==> src/rtl/hrp_pkg.sv <==
package hrp_pkg;

    // Field and datapath widths
    localparam int IW            = 32;   // world coordinate width
    localparam int YW            = 16;   // heading width
    localparam int SW            = 16;   // scale register width
    localparam int CW            = 12;   // pixel register width
    localparam int OW            = 16;   // screen coordinate width
    localparam int CORDIC_STAGES = 16;
    localparam int PW            = 43;   // rotation vector width (6 guard bits + growth)
    localparam int ZW            = 34;   // residual angle width
    localparam int QW            = 42;   // magnitude / quotient width
    localparam int KW            = 21;   // gain-and-0.01 constant width
    localparam int HW            = QW - KW;
    localparam int NW            = 64;   // scaled product width
    localparam int QDEPTH        = 4;
    localparam int QAW           = 2;
    localparam int RIW           = 3;    // register index width

    // 0.01 divided by CORDIC gain, Q0.28 scaling
    localparam logic [KW-1:0] SCALE_K = 21'd1630082;

    typedef enum logic [RIW-1:0] {
        REG_SCALE    = 3'd0,
        REG_CENTER_X = 3'd1,
        REG_CENTER_Y = 3'd2,
        REG_RADIUS   = 3'd3,
        REG_TEAM     = 3'd4
    } hrp_reg_t;

    typedef struct packed {
        logic [SW-1:0] scale;
        logic [CW-1:0] center_x;
        logic [CW-1:0] center_y;
        logic [CW-1:0] radius;
        logic          team_check;
    } hrp_cfg_t;

    typedef struct packed {
        logic signed [PW-1:0] p;
        logic signed [PW-1:0] q;
        logic signed [ZW-1:0] z;
        logic                 friendly;
    } hrp_item_t;

    // Arctangent of 2^-i in 2^32-per-turn units
    function automatic logic signed [ZW-1:0] atan_val(input logic [4:0] idx);
        logic signed [ZW-1:0] r;
        begin
            case (idx)
                5'd0:  r = 34'sd536870912;
                5'd1:  r = 34'sd316933406;
                5'd2:  r = 34'sd167458907;
                5'd3:  r = 34'sd85004756;
                5'd4:  r = 34'sd42667331;
                5'd5:  r = 34'sd21354465;
                5'd6:  r = 34'sd10679838;
                5'd7:  r = 34'sd5340245;
                5'd8:  r = 34'sd2670163;
                5'd9:  r = 34'sd1335087;
                5'd10: r = 34'sd667544;
                5'd11: r = 34'sd333772;
                5'd12: r = 34'sd166886;
                5'd13: r = 34'sd83443;
                5'd14: r = 34'sd41722;
                5'd15: r = 34'sd20861;
                5'd16: r = 34'sd10430;
                5'd17: r = 34'sd5215;
                5'd18: r = 34'sd2608;
                5'd19: r = 34'sd1304;
                5'd20: r = 34'sd652;
                5'd21: r = 34'sd326;
                5'd22: r = 34'sd163;
                5'd23: r = 34'sd81;
                5'd24: r = 34'sd41;
                5'd25: r = 34'sd20;
                5'd26: r = 34'sd10;
                5'd27: r = 34'sd5;
                5'd28: r = 34'sd3;
                5'd29: r = 34'sd1;
                5'd30: r = 34'sd1;
                default: r = 34'sd0;
            endcase
            return r;
        end
    endfunction

endpackage

==> src/rtl/hrp_queue.sv <==
module hrp_queue import hrp_pkg::*;
(
    input  logic      clk,
    input  logic      rst_n,
    input  logic      push_valid,
    output logic      push_ready,
    input  hrp_item_t push_data,
    output logic      pop_valid,
    input  logic      pop_ready,
    output hrp_item_t pop_data
);

    hrp_item_t        mem [QDEPTH];
    logic [QAW-1:0]   wr_reg;
    logic [QAW-1:0]   rd_reg;
    logic [QAW:0]     cnt_reg;
    logic             push;
    logic             pop;

    assign push_ready = (cnt_reg != QAW'(0) + (QAW+1)'(QDEPTH));
    assign pop_valid  = (cnt_reg != '0);
    assign pop_data   = mem[rd_reg];
    assign push       = push_valid && push_ready;
    assign pop        = pop_valid && pop_ready;

    // Pointers and fill count
    always_ff @(posedge clk or negedge rst_n)
    begin
        if (!rst_n)
        begin
            wr_reg  <= '0;
            rd_reg  <= '0;
            cnt_reg <= '0;
        end
        else
        begin
            if (push)
                wr_reg <= wr_reg + 1'b1;
            if (pop)
                rd_reg <= rd_reg + 1'b1;
            if (push && !pop)
                cnt_reg <= cnt_reg + 1'b1;
            else if (pop && !push)
                cnt_reg <= cnt_reg - 1'b1;
        end
    end

    always_ff @(posedge clk)
    begin
        if (push)
            mem[wr_reg] <= push_data;
    end

endmodule

==> config.mk <==
export PLATFORM = sky130hd
export DESIGN_NAME = hrp_queue
export DESIGN_NICKNAME = d
export VERILOG_FILES = /design/src/rtl/hrp_pkg.sv /design/src/rtl/hrp_queue.sv
export SDC_FILE = /design/constraint.sdc
export NUM_CORES = 1
export LEC_CHECK = 0
export BUFFER_PORTS_ARGS = -buffer_cell sky130_fd_sc_hd__clkbuf_2
export CAP_MARGIN = 20
export CORE_MARGIN = 4
export CORE_UTILIZATION = 50
export CTS_BUF_LIST = sky130_fd_sc_hd__clkbuf_2
export DETAILED_ROUTE_END_ITERATION = 12
export PLACE_DENSITY = 0.71
export SYNTH_ARGS = -nofsm -noshare
export SYNTH_HDL_FRONTEND = slang
export SYNTH_SLANG_ARGS = --single-unit
==> constraint.sdc <==
create_clock -name clk -period 9.2 [get_ports clk]
set_clock_uncertainty 0.05 [all_clocks]
set_input_delay 1.38 -clock clk [delete_from_list [all_inputs] [get_ports clk]]
set_output_delay 1.38 -clock clk [all_outputs]
set_load 0.01 [all_outputs]
* Word-level counts from Yosys, hierarchy flattened *
Memories as Yosys holds them, arrays and structs flattened.
Cells that the tools add are included.

word-level totals
  register bits after elaboration = 7
  bits in latches = 0
  memory bits (writable) = 484
  bits in read-only memories = 0
  input port bits = 125
  logic and storage cells = 21
  memories = 1

cells by class
  $add $sub $neg = 4
  multiply operators = 0
  div/mod/pow operators = 0
  $lt $le $gt $ge = 0
  equal/unequal tests = 1
  shifts and indexed selects = 0
  mux-type cells = 4
  bitwise logic cells = 0
  reductions and logical operators = 8

memories
  name  depth  bits a word  read ports  clocked after Yosys merged registers in  write ports  RTL line         source
  mem   4      121          1           0                                        1            hrp_queue.sv:13  hrp_item_t mem [QDEPTH];

operators with widths
  operator                                                            count
  3-bit two-way mux                                                   2
  2-bit by 1-bit adder with 2-bit output, second input constant       2
  1-bit logical AND                                                   4
  3-bit by 1-bit adder with 3-bit output, second input constant       1
  3-bit inequality test, second input constant                        1
  3-bit nonzero test                                                  1
  3-bit by 1-bit subtractor with 3-bit output, second input constant  1
  1-bit zero test                                                     2
  1-bit two-way mux                                                   2
  2-bit nonzero test                                                  1

* Depth between registers and ports, before layout *
Gate-level depths: netlist of the first run.

  depth after elaboration = 6
  gate-level depth with buffers = 8
  depth with buffers taken out = 8

* Least setup slack after synthesis of the first run *
OpenSTA, ideal clock, no wires.

  path kind = in2reg
  from = input port push_valid
  to = memory mem[0][0] (netlist bit) (enable)
  arrival time = 4.470 ns
  required time = 8.656 ns
  setup slack = 4.186 ns
  stages = 2
  path buffers = 0
  cells stage by stage = a21boi_2 > and2_1

on the way
  longest elaborated chain between the ends = 3

RTL lines
  item                                     RTL line         source
  from (decl)                              hrp_queue.sv:5   input logic push_valid,
  1-bit logical AND                        hrp_queue.sv:23  assign push = push_valid && push_ready;
  1-bit two-way mux                        hrp_queue.sv:50  if (push)
  1-bit two-way mux (implied by the code)  hrp_queue.sv:51  mem[wr_reg] <= push_data;
  to (decl)                                hrp_queue.sv:13

No other way between the ends.

==> results of run 1 <==
[cell families (layout without fill, tap and decap cells)]
group	after synthesis	count (layout)	synth area share
multiplexers	123	123	0.154
other	0	3	0
buffers and inverters	31	464	0.0115
adder cells (fa/ha/maj)	6	6	0.00462
flip-flops	491	491	0.824
XOR/XNOR	6	6	0.00294
AND/OR/NAND/NOR	10	10	0.00287
AO/OA/AOI/OAI	1	1	0.000630
[power groups by stage]
stage	sequential (mW)	combinational, mW	clock, mW
2_1_floorplan	3.11	1.32	0
3_3_place_gp	3.15	1.95	0
3_5_place_dp	3.18	1.96	0
4_1_cts	3.13	1.96	1.39
5_1_grt	3.16	2.06	1.53
6_report	3.11	1.90	1.33
[worst paths after layout]
| kind | end | slack [ps] | depth (start not counted) |
|---|---|---|---|
| max | pop_data[86] | 4390 | 3 |
| min | cnt_reg[0]$_DFFE_PN0P_ | 160 | 1 |
| max reg2reg | mem[0][63]$_DFFE_PP_ | 6110 | 4 |
| min reg2reg | cnt_reg[2]$_DFFE_PN0P_ | 480 | 1 |
| max in group asynchronous | rd_reg[1]$_DFFE_PN0P_ | 8690 | 1 |
| min in group clk | cnt_reg[2]$_DFFE_PN0P_ | 480 | 1 |
[metrics by stage]
step,utilization,worst slack (ps),hold WS [ps],cell area (um^2),std cells
2_1_floorplan,-,4190,443,17900,668
3_3_place_gp,0.561,5110,466,19600,1349
3_5_place_dp,0.561,5120,471,19600,1349
4_1_cts,0.590,4140,32.2,20600,1556
5_1_grt,0.591,4020,66.1,20600,1558
6_report,0.591,4390,161,20600,1559
[final cells by class]
type / count / area, um^2 / area share
Antenna cell: 3 / 7.51 / 0.000364
Multi-Input combinational cell: 146 / 2960 / 0.143
Inverter: 3 / 11.3 / 0.000547
Clock buffer: 161 / 806 / 0.0391
Timing Repair Buffer: 254 / 1300 / 0.0632
Tap cell: 455 / 569 / 0.0276
Sequential cell: 491 / 14700 / 0.714
Clock inverter: 46 / 236 / 0.0115
[routing by layer]
| layer | wire (um) | vias to the layer above | share of wire | GRT usage |
|---|---|---|---|---|
| met3 | 3050 | 43 | 0.091 | 0.0721 |
| met5 | 0 | - | 0 | 0 |
| met1 | 13000 | 4216 | 0.39 | 0.218 |
| met4 | 559 | 0 | 0.017 | 0.0627 |
| li1 | - | 3678 | - | - |
| met2 | 16700 | 280 | 0.50 | 0.282 |
[cells in the final DEF, fill, tap and decap left out]
cell type and count:
a21boi_2 1, and2_4 4, buf_12 1, buf_4 6
bufinv_16 2, clkbuf_2 408, clkinv_1 39, clkinv_2 3
clkinvlp_4 2, dfrtp_1 5, dfrtp_4 2, diode_2 3
edfxtp_1 484, fa_1 1, ha_1 5, inv_1 3
mux2_2 2, mux4_2 121, nand2_1 2, nand3_1 1
nor2_1 2, or3_1 1, xnor2_1 4, xor2_1 2
==> flow_summary.yaml, run 1 <==
worst_setup_path:
  crit_type: "reg2out"
  cp_top_family: "flip-flops"
  path_cells: "buf_12 > mux4_2 > clkbuf_2"
  crit_path_end_kind: "output pin"
  path_max_fanout: 97
  critPathSlowestCell: "dfrtp_4"
  cp_num_buf_inv: 2
  start_kind: "register"
  arrival_ps: 3380
  startpoint: "rd_reg[0]$_DFFE_PN0P_"
  required_ps: 7770
  cp_slowest_stage_delay_ps: 830
  timing.rr.start: "cnt_reg[0]$_DFFE_PN0P_"
route:
  viasPerCell: 5.27
  avgRoutedWirePerCell_um: 21.4
  routed_wl_mm: 33.3
  first_pass_iters: 6
  postRouteAntennaNets: 0
  drc: 0
  vias: 8217
  drt_iter0_drc: 393
timing:
  rsz0062_at_grt: "false"
  slew_viol_final: 0
  finalSetupViolations: 0
  setup_tns_ps: 0
  hold_violations: 0
  fin_crit_ps: 4810
  finalCritPeriodShare: 0.523
  fmax_mhz: 208
  tightest_slew_ps: 981
  slew-limit-headroom: 0.346
die:
  start_util: 0.512
  placeableCoreArea_um2: 34900
  rows: 68
  dieArea_um2: 38800
  ios: 248
  dieWidth_um: 197
  die_h_um: 197
clock_tree:
  cts-htree-levels: 3
  clk_latency_ps: 1000
  cts_tree: "yes"
  cts_buffer_depth: 3
  postCtsSetupBuffers: 0
  cts.clk_slew.worst_paths_ps: 100
  cts_sinks: 491
  numCtsBuffers: 113
  postCtsHoldBufs: 0
  cts_resized: 0
  ctsRootBufferMaster: "clkbuf_2"
power:
  swShare: 0.315
  p_int_mw: 4.34
  clockPowerShare: 0.210
  power_frac_seq: 0.491
  p_per_area_nw_per_um2: 308
  ir_worst_vdd_uv: 186
  power_mw: 6.34
  p_leak_nw: 7.24
  pwr-share-comb: 0.299
  p_sw_mw: 2.00
global_routing:
  antenna_found_initial: 3
  overflow: 0
  grt_max_degree: 98
  grt_usage: 0.175
  grt_pass1_wl_mm: 51.9
  grt_pass1_vias: 9302
logic_synthesis:
  synth_ff_type: "edfxtp_1"
  yosys_warnings: 0
  netlist_area_um2: 17900
  synth_top_area_cell: "edfxtp_1"
  yosysMostFrequentCell: "edfxtp_1"
  synthCells: 668
  synth_common_cells: "484 x edfxtp_1, 121 x mux4_2, 14 x buf_2"
  synth_area_per_cell_um2: 26.7
  syn_nets: 799
  synth_edf_count: 484
  async_flop_share: 0.0143
  seq_area_frac_synth: 0.824
  synthDistinctLibCells: 19
  synth-seq-cells: 491
  synth_top_cell_area_share: 0.814
  synth.area.top_cells: "edfxtp_1 81%, mux4_2 15%, dfrtp_1 0.98%, buf_6 0.57%, buf_2 0.39%"
final_layout:
  fillers: 2577
  drive_gt1_frac: 0.501
  layout.nets: 1140
  largest_reg_flops: 484
  syn_to_final_growth_pct: 15.4
placement:
  dp_hpwl_mm: 19.2
  gp_congestion: 0.700
  portBuffers: 247
run:
  drv_cap: 0
outcome:
  status: "completed"
min_path:
  hold_path_class: "in2async"
No activity file was read; power rests on OpenSTA's default activity.
==> run 2, diff against run 1 <==
ABC_AREA = 1   (was not set)
PLACE_DENSITY = 0.73   (was 0.71)
clock period = 4.1 ns   (was 9.2 ns; I/O delays follow)
==> flow_summary.yaml, run 2 <==
timing:
  rsz0062_at_grt: "false"
  setup_tns_ps: 0
  hold_violations: 0
  fmax_mhz: 268
  hold_slack_ps: 298
  finalCritPeriodShare: 0.911
  slew-limit-headroom: 0.491
  tightest_slew_ps: 763
  fin_crit_ps: 3740
  finalSetupViolations: 0
  slew_viol_final: 0
clock_tree:
  clk_latency_ps: 1000
  numCtsBuffers: 116
  cts_buffer_depth: 3
  ctsRootBufferMaster: "clkbuf_2"
  cts.clk_slew.worst_paths_ps: 110
  cts_tree: "yes"
  cts_sinks: 491
  cts_resized: 0
  cts-htree-levels: 3
route:
  vias: 12300
  avgRoutedWirePerCell_um: 16.0
  routed_wl_mm: 39.8
  drt_iter0_drc: 596
  drc: 0
  postRouteAntennaNets: 0
  viasPerCell: 4.94
  first_pass_iters: 5
logic_synthesis:
  synth_top_area_cell: "edfxtp_1"
  synthDistinctLibCells: 18
  synth.area.top_cells: "edfxtp_1 74%, o211ai_1 9.2%, nand2_1 7.2%, inv_1 4.9%, buf_6 1.8%"
  seq_area_frac_synth: 0.747
  yosysMostFrequentCell: "edfxtp_1"
  synth_area_per_cell_um2: 13.4
  synth_edf_count: 484
  yosys_warnings: 0
  synth_top_cell_area_share: 0.738
  async_flop_share: 0.0143
  synth-seq-cells: 491
  synth_ff_type: "edfxtp_1"
  syn_nets: 1602
  synthCells: 1471
  netlist_area_um2: 19700
  synth_common_cells: "484 x edfxtp_1, 380 x nand2_1, 256 x inv_1"
global_routing:
  grt_pass1_vias: 12400
  grt.busiest_layer: "met2"
  grt_pass1_wl_mm: 62.6
  grt_max_degree: 175
  grt_usage: 0.187
  overflow: 0
  antenna_found_initial: 6
  grt_use_met1: 0.226
  grt_util_met2: 0.312
  grt.met3_usage: 0.0625
power:
  power_mw: 15.2
  p_sw_mw: 5.75
  ir_worst_vdd_uv: 458
  power_frac_seq: 0.450
  clockPowerShare: 0.186
  pwr-share-comb: 0.364
  p_per_area_nw_per_um2: 649
  swShare: 0.377
  p_leak_nw: 9.70
  p_int_mw: 9.49
final_layout:
  layout.nets: 2029
  largest_reg_flops: 484
  multi_input_area_um2: 3430
  layout_common_cells: "484 x edfxtp_1, 403 x clkbuf_2, 380 x nand2_1"
  drive_gt1_frac: 0.223
  final_common_cell: "edfxtp_1"
  finalInstanceArea_um2: 23500
  syn_to_final_growth_pct: 19.2
  layout.area.seq_um2: 14700
  fillers: 2984
worst_setup_path:
  critPathSlowestCell: "dfrtp_4"
  cp_num_buf_inv: 3
  required_ps: 3430
  cp_top_family: "buffers and inverters"
  cp_slowest_stage_delay_ps: 700
  arrival_ps: 3070
  crit_path_end_kind: "output pin"
  path_max_fanout: 58
  crit_type: "reg2out"
  path_cells: "inv_4 > buf_12 > o211ai_1 > nand2_1 > clkbuf_2"
  start_kind: "register"
die:
  die_h_um: 206
  start_util: 0.507
  rows: 72
  ios: 248
  dieWidth_um: 206
  dieArea_um2: 42600
  placeableCoreArea_um2: 38800
placement:
  gp_congestion: 0.753
  portBuffers: 247
  dp_hpwl_mm: 22.5
  place_area_um2: 21300
outcome:
  status: "completed"
min_path:
  hold_path_class: "in2reg"
run:
  drv_cap: 0
run 2: cell count changes in the layout (fill, tap and decap cells not counted), sizes merged, moves of 19 or more:
| cell | delta |
|---|---|
| inv | +255 |
| mux4 | -121 |
| clkinv | -19 |
| dlygate4sd3 | +125 |
| o211ai | +242 |
| nand2 | +378 |
run 2: repair_timing:
action / in CTS / in global routing
hold buffers: 125 / 0
buffers inserted: 0 / 0
endpoints found under the hold margin: 496 / 0
run 2: kinds of logic (layout without fill, tap and decap cells):
logic type / after synthesis / in the layout / synth area share
adder cells (fa/ha/maj): 6 / 6 / 0.00420
flip-flops: 491 / 491 / 0.747
XOR/XNOR: 1 / 1 / 0.000445
AO/OA/AOI/OAI: 243 / 243 / 0.0925
other: 0 / 5 / 0
AND/OR/NAND/NOR: 392 / 392 / 0.0753
buffers and inverters: 338 / 831 / 0.0802
run 2: final timing paths:
path / start / end / slack [ps] / depth (start not counted)
setup / recovery: rd_reg[1]$_DFFE_PN0P_ / pop_data[93] / 360 / 5
hold / removal: push_data[89] / mem[3][89]$_DFFE_PP_ / 300 / 2
setup reg to reg: cnt_reg[0]$_DFFE_PN0P_ / mem[1][98]$_DFFE_PP_ / 1590 / 5
hold reg to reg: cnt_reg[2]$_DFFE_PN0P_ / cnt_reg[2]$_DFFE_PN0P_ / 470 / 2
max in group asynchronous: rst_n / rd_reg[1]$_DFFE_PN0P_ / 3120 / 3
min in group asynchronous: rst_n / wr_reg[0]$_DFFE_PN0P_ / 540 / 3
run 2: layout make-up:
class,count,area share
multi-input cells,642,0.146
inverters,258,0.0419
well taps,518,0.0276
flip-flops and latches,491,0.627
clock buffers,156,0.0333
repair buffers,389,0.117
diodes,5,0.000533
clock inverters,28,0.00650
run 2: power by group through the flow:
| stage | clock, mW | combinational (mW) | sequential (mW) |
|---|---|---|---|
| after floorplan | 0 | 3.78 | 6.96 |
| after global placement | 0 | 5.42 | 6.94 |
| after detailed placement | 0 | 5.52 | 6.98 |
| after CTS | 2.96 | 5.63 | 6.86 |
| after global routing | 3.26 | 6.22 | 6.93 |
| final | 2.84 | 5.54 | 6.86 |
run 2: worst register-to-register path, cell delays in order (launching register included):
cell and delay (ps):
dfrtp_1 410, inv_1 80, nand3_1 160, nand2_1 310, nor2_4 670, buf_12 390
run 2: through the flow:
step | utilization | setup WS, ps | std cells
after floorplan | - | -409 | 1471
after global placement | 0.548 | 1370 | 2173
after detailed placement | 0.548 | 1340 | 2173
after CTS | 0.604 | 173 | 2482
after global routing | 0.604 | 51.8 | 2487
final | 0.604 | 363 | 2487
run 2: metal layers:
metal / share of wire / vias up / wire length [um]
met4: 0.020 / 2 / 784
met3: 0.079 / 67 / 3140
met1: 0.41 / 5772 / 16500
li1: - / 6085 / -
met2: 0.49 / 351 / 19400
met5: 0.00033 / - / 13
